## config.mk

```make
export PLATFORM = sky130hd
export DESIGN_NAME = ettq_cell
export DESIGN_NICKNAME = d
export VERILOG_FILES = /design/src/sv/ettq_pkg.sv /design/src/sv/ettq_cell.sv
export SDC_FILE = /design/constraint.sdc
export NUM_CORES = 1
export LEC_CHECK = 0
export BUFFER_PORTS_ARGS = -buffer_cell sky130_fd_sc_hd__buf_2
export CELL_PAD_IN_SITES_DETAIL_PLACEMENT = 1
export CELL_PAD_IN_SITES_GLOBAL_PLACEMENT = 1
export CORE_AREA = 2 2 180 182
export DETAILED_ROUTE_END_ITERATION = 7
export DIE_AREA = 0 0 182 184
export HOLD_SLACK_MARGIN = 0.05
export MAX_ROUTING_LAYER = met4
export PLACE_DENSITY_LB_ADDON = 0.12
export SETUP_SLACK_MARGIN = 0.1
export SKIP_LAST_GASP = 1
export SLEW_MARGIN = 0
export SYNTH_ARGS = -nofsm -noshare
export SYNTH_HDL_FRONTEND = slang
export SYNTH_SLANG_ARGS = --single-unit
export TNS_END_PERCENT = 100
```

## constraint.sdc

```tcl
create_clock -name clk_i -period 5.3 [get_ports clk_i]
set_clock_uncertainty 0.1 [all_clocks]
set_input_delay 0.795 -clock clk_i [delete_from_list [all_inputs] [get_ports clk_i]]
set_output_delay 0.795 -clock clk_i [all_outputs]
set_load 0.05 [all_outputs]
```

## src/sv/ettq_pkg.sv

```systemverilog
// Shared types and constants for the emulated-time timeout queue.
package ettq_pkg;

  localparam int unsigned NumSlots = 16;
  localparam int unsigned SlotW    = $clog2(NumSlots);
  localparam int unsigned TimeW    = 48;
  localparam int unsigned DeltaW   = 32;
  localparam int unsigned OrderW   = 32;
  localparam int unsigned MaxRes   = 16;
  localparam int unsigned CntW     = $clog2(MaxRes + 1);

  typedef enum logic [1:0] {
    REQ_START   = 2'd0,
    REQ_STEP    = 2'd1,
    REQ_QUERY   = 2'd2,
    REQ_REL_ALL = 2'd3
  } req_e;

  typedef enum logic [1:0] {
    EV_STARTED  = 2'd0,
    EV_RELEASED = 2'd1,
    EV_QUERY    = 2'd2,
    EV_NONE     = 2'd3
  } ev_e;

  // Candidate that walks down the row of slot cells.
  typedef struct packed {
    logic              valid;
    logic [SlotW-1:0]  id;
    logic [TimeW-1:0]  deadline;
    logic [TimeW-1:0]  start;
    logic [OrderW-1:0] order;
  } cand_t;

  typedef struct packed {
    logic             query;
    logic             only_expired;
    logic [SlotW-1:0] slot;
    logic [TimeW-1:0] now;
  } scan_ctrl_t;

  typedef struct packed {
    logic              en;
    logic [SlotW-1:0]  slot;
    logic [TimeW-1:0]  start;
    logic [TimeW-1:0]  deadline;
    logic [OrderW-1:0] order;
  } slot_wr_t;

  typedef struct packed {
    logic             en;
    logic             all;
    logic [SlotW-1:0] slot;
  } slot_clr_t;

endpackage

```

## src/sv/ettq_cell.sv

```systemverilog
// One timeout slot: its stored times and one stage of the candidate chain.
module ettq_cell (
  input  logic                       clk_i,
  input  logic                       rst_ni,
  input  logic [ettq_pkg::SlotW-1:0] idx_i,
  input  ettq_pkg::scan_ctrl_t       ctrl_i,
  input  ettq_pkg::slot_wr_t         wr_i,
  input  ettq_pkg::slot_clr_t        clr_i,
  input  ettq_pkg::cand_t            cand_i,
  output ettq_pkg::cand_t            cand_o,
  output logic                       waiting_o
);
  import ettq_pkg::*;

  logic [TimeW-1:0]  start_q;
  logic [TimeW-1:0]  deadline_q;
  logic [OrderW-1:0] order_q;
  logic              waiting_q;
  cand_t             cand_q, cand_d;
  logic              eligible, take;

  always_comb begin
    if (ctrl_i.query) begin
      eligible = (ctrl_i.slot == idx_i);
    end else begin
      eligible = waiting_q && (!ctrl_i.only_expired || (deadline_q <= ctrl_i.now));
    end
    // strict compare keeps the lower slot on a full tie
    take = eligible && (ctrl_i.query || !cand_i.valid ||
                        (deadline_q < cand_i.deadline) ||
                        ((deadline_q == cand_i.deadline) && (order_q < cand_i.order)));
    if (take) begin
      cand_d.valid    = 1'b1;
      cand_d.id       = idx_i;
      cand_d.deadline = deadline_q;
      cand_d.start    = start_q;
      cand_d.order    = order_q;
    end else begin
      cand_d = cand_i;
    end
  end

  always_ff @(posedge clk_i or negedge rst_ni) begin
    if (!rst_ni) begin
      start_q    <= '0;
      deadline_q <= '0;
      order_q    <= '0;
      waiting_q  <= 1'b0;
      cand_q     <= '0;
    end else begin
      cand_q <= cand_d;
      if (wr_i.en && (wr_i.slot == idx_i)) begin
        start_q    <= wr_i.start;
        deadline_q <= wr_i.deadline;
        order_q    <= wr_i.order;
        waiting_q  <= 1'b1;
      end else if (clr_i.all || (clr_i.en && (clr_i.slot == idx_i))) begin
        waiting_q <= 1'b0;
      end
    end
  end

  assign cand_o    = cand_q;
  assign waiting_o = waiting_q;

endmodule

```

# Word level (Yosys, flattened, before mapping)
# Cells that the tools add are included.
# op_classes
add_sub_neg,0
mul,0
div_mod_pow,0
n_lt_le_gt_ge,3
n_eq_ne,4
n_shift,0
n_mux,4
bitwise_logic,0
n_reduce_logical,13
# ops
operator,count
$mux 133,1
$eq 48x48->1,1
$le 48x48->1,1
$lt 48x48->1,1
$lt 32x32->1,1
$eq 4x4->1,3
$logic_and 1x1->1,5
$logic_or 1x1->1,5
$mux 1,3
$logic_not 1->1,2
$reduce_bool 2->1,1
# totals
reg_bits,262
latchBits,0
ram_bits,0
mem_bits_ro,0
inputBits,332
output_inout_bits,134
n_memories,0

# Depth between registers and ports, before layout
# logic_depth
ltp_word,6
mapped_depth,13
ltp_nobuf,10

# Worst setup path after synthesis
# No wires, ideal clock.
# synth_timing
path_type,input to register
start,in cand_i[7] (netlist bit)
end,reg cand_q (netlist bit cand_o[100])
setup_ns,0.125
t_arrival_ns,3.199
path_slack_ns,1.876
path_stages,13
path_buffers,3
cell_sequence,inv_1 > ha_1 > a21oi_1 > o21a_1 > o221ai_1 > a2111oi_1 > o21ai_1 > a2111oi_1 > o41a_1 > buf_4 > buf_12 > buf_12 > mux2_4
# synth_rtl
item,line,source
"start, declared",ettq_cell.sv:9,"input ettq_pkg::cand_t cand_i,"
"end signal, assigned",ettq_cell.sv:51,cand_q <= cand_d;
"end, declared",ettq_cell.sv:19,"cand_t cand_q, cand_d;"

==> results.ini <==
[detailed_routing]
routed_wl_um=40100
route.detailed.drc=0
drtAntennaViolNets=0
viasPerCell=4.98
drt_iter0_drc=260
vias=9715
drt_first_pass_iters=3
wl_per_cell_um=20.6

[worst_setup_path]
crit_buf_inv=1
cp_max_fo=64
crit_chain=ha_1, nand4_1, nor4_1, nand3_1, o41ai_1, a2bb2oi_1, o41ai_1, o41a_2, buf_12, mux2_2
crit_path_max_incr_delay_ns=0.57
worstSetupPathType=register to register
endpoint_kind=register
critPathLaunchType=register
cpMostUsedCell=o41ai_1
required_ns=5.65
crit_family=compound AO/OA/AOI/OAI gates
worstPathArrival_ns=4.30
critical_path.slowest_cell=o41ai_1

[sta]
period_minus_slack_ns=3.94
rsz0062_at_grt=no
timing.fmax_ghz=0.254
tns_ns=0
worst_pin_slew_ns=0.831
hold_violations=0
period_share=0.744
final_max_slew_viol_count=0
max_slew_margin=0.446
setup_viol=0

[yosys]
seq_area_frac_synth=0.488
synth_nets=1488
ys_types=44
synth_async_sr_flop_share=1.00
synth_edf_count=0
postSynthCellCount=1029
synth_area_um2=13400
yosysWarningCount=0
ys_ff_latch=262
yosys_most_used_dff=dfrtp_1
syn_area_per_cell_um2=13.1

[cts]
cts-resized-gates=0
clk_pin_slew_ns=0.06
root_buffer=clkbuf_16
cts_tree=yes
cts.sinks=262
cts_htree_levels=1
hold_buffers=0
cts_setup_buffers=0
insertion_delay_ns=0.57
clk_path_buf_depth=3
cts-buffers-inserted=31

[outcome]
status=complete, no violations

[pwr]
p_per_area_nw_per_um2=424
peakVddDrop_v=0.000353
cellLeakagePower_uw=0.00896

[global_routing]
grt_pass1_wl_um=61300
grt_pass1_vias=10900
antenna_found_initial=21
grt.overflow.total=0
grt_max_degree=131
grt.total_usage=0.245

[placement]
place.port_buffers=465
hpwl_um=30300
gp_congestion=0.826
placed_cells=1872
placedInstanceArea_um2=16100

[cells_and_area]
nets=1962
fin_cells=1951
syn_to_final_growth_pct=28.1
layout-drive-gt1-share=0.515
fin_area_um2=17200
layout_common_cells=buf_2, dfrtp_1, mux2_2
fillers=3417
final_common_cell=buf_2
final_core_util=0.549

[floorplanning]
coreArea_um2=31400
initial_utilization=0.428
ios=466
die_y_um=184
die_w_um=182
rows=65
die-area_um2=33500

[flow_run]
maxCapViolations=0

[worst_hold_path]
hold_class=input pin to async pin

## flip-flops by register name, indices dropped and copies added, names as in the netlist
name and cells:
cand_o 133, waiting_o 1, start_q 48, deadline_q 48, order_q 32
## synth_stat cells, drive strengths merged, types with 7 or more instances
cell | instances | area share
clkbuf | 14 | 0.0039
nand4 | 22 | 0.010
nor2 | 12 | 0.0034
a21oi | 50 | 0.019
ha | 127 | 0.12
dfrtp | 262 | 0.49
buf | 15 | 0.017
o21ai | 17 | 0.0063
nand3 | 16 | 0.0060
a21o | 8 | 0.0045
inv | 129 | 0.036
mux2 | 259 | 0.24
nor3 | 7 | 0.0026
nand2 | 31 | 0.0087
## worst reg2reg max path: cells and delay by family (launching register included)
kind,cells,cell delay (ns)
buffers and inverters,1,0.41
multiplexers,1,0.49
adder cells (fa/ha/maj),1,0.34
AO/OA/AOI/OAI,4,1.18
flip-flops,1,0.43
AND/OR/NAND/NOR,3,0.88
## path summary, 6_finish.rpt
| kind | endpoint | cells after the start | slack, ns | startpoint |
|---|---|---|---|---|
| min in group clk_i | cand_o[132] | 3 | 0.33 | cand_i[132] |
| max in group asynchronous | cand_o[49] | 2 | 3.95 | rst_ni |
| worst min register to register | cand_o[38] | 1 | 0.40 | start_q[6] |
| worst max-delay path | cand_o[48] | 10 | 1.36 | deadline_q[43] |
| worst min-delay path | deadline_q[27] | 1 | 0.17 | rst_ni |
| worst max register to register | cand_o[48] | 10 | 1.36 | deadline_q[43] |
## power by group
group	switching, uW	internal [uW]
Combinational	1230	1030
Clock	878	1310
Sequential	368	2490
## per-layer routing
metal / track usage / up-vias / wire length, um
met5: - / - / 0
met4: 0.0803 / 0 / 1140
met3: 0.0743 / 54 / 2960
met2: 0.417 / 300 / 20500
met1: 0.276 / 4782 / 15500
li1: - / 4579 / -
## layout make-up
class / count / area [um2] / share of cell area
clock inverter: 12 / 128 / 0.00741
inverter: 129 / 484 / 0.0281
tap: 402 / 503 / 0.0292
clock buffer: 46 / 932 / 0.0541
multi-input combinational: 609 / 6130 / 0.356
antenna: 21 / 52.6 / 0.00305
sequential: 262 / 6560 / 0.381
timing repair buffer: 470 / 2440 / 0.142
## through the flow
step | hold slack [ns] | worst slack (ns) | total power [uW]
after global placement | 0.385 | 0.951 | 5050
after CTS | 0.183 | 1.37 | 7400
after detailed placement | 0.389 | 0.926 | 5160
after floorplan | 0.375 | 1.88 | 4440
final | 0.173 | 1.36 | 7310
after global routing | 0.211 | 1.30 | 7780
## cells by family after synthesis
kind of cell	share of synthesized area
AOI/OAI and AO/OA	0.0479
xor gates and xnor gates	0.00782
adders and majority gates	0.118
buffers and inverters	0.0567
DFF	0.488
muxes	0.239
and+or+nand+nor	0.0421
No activity file was read; power rests on OpenSTA's default activity.
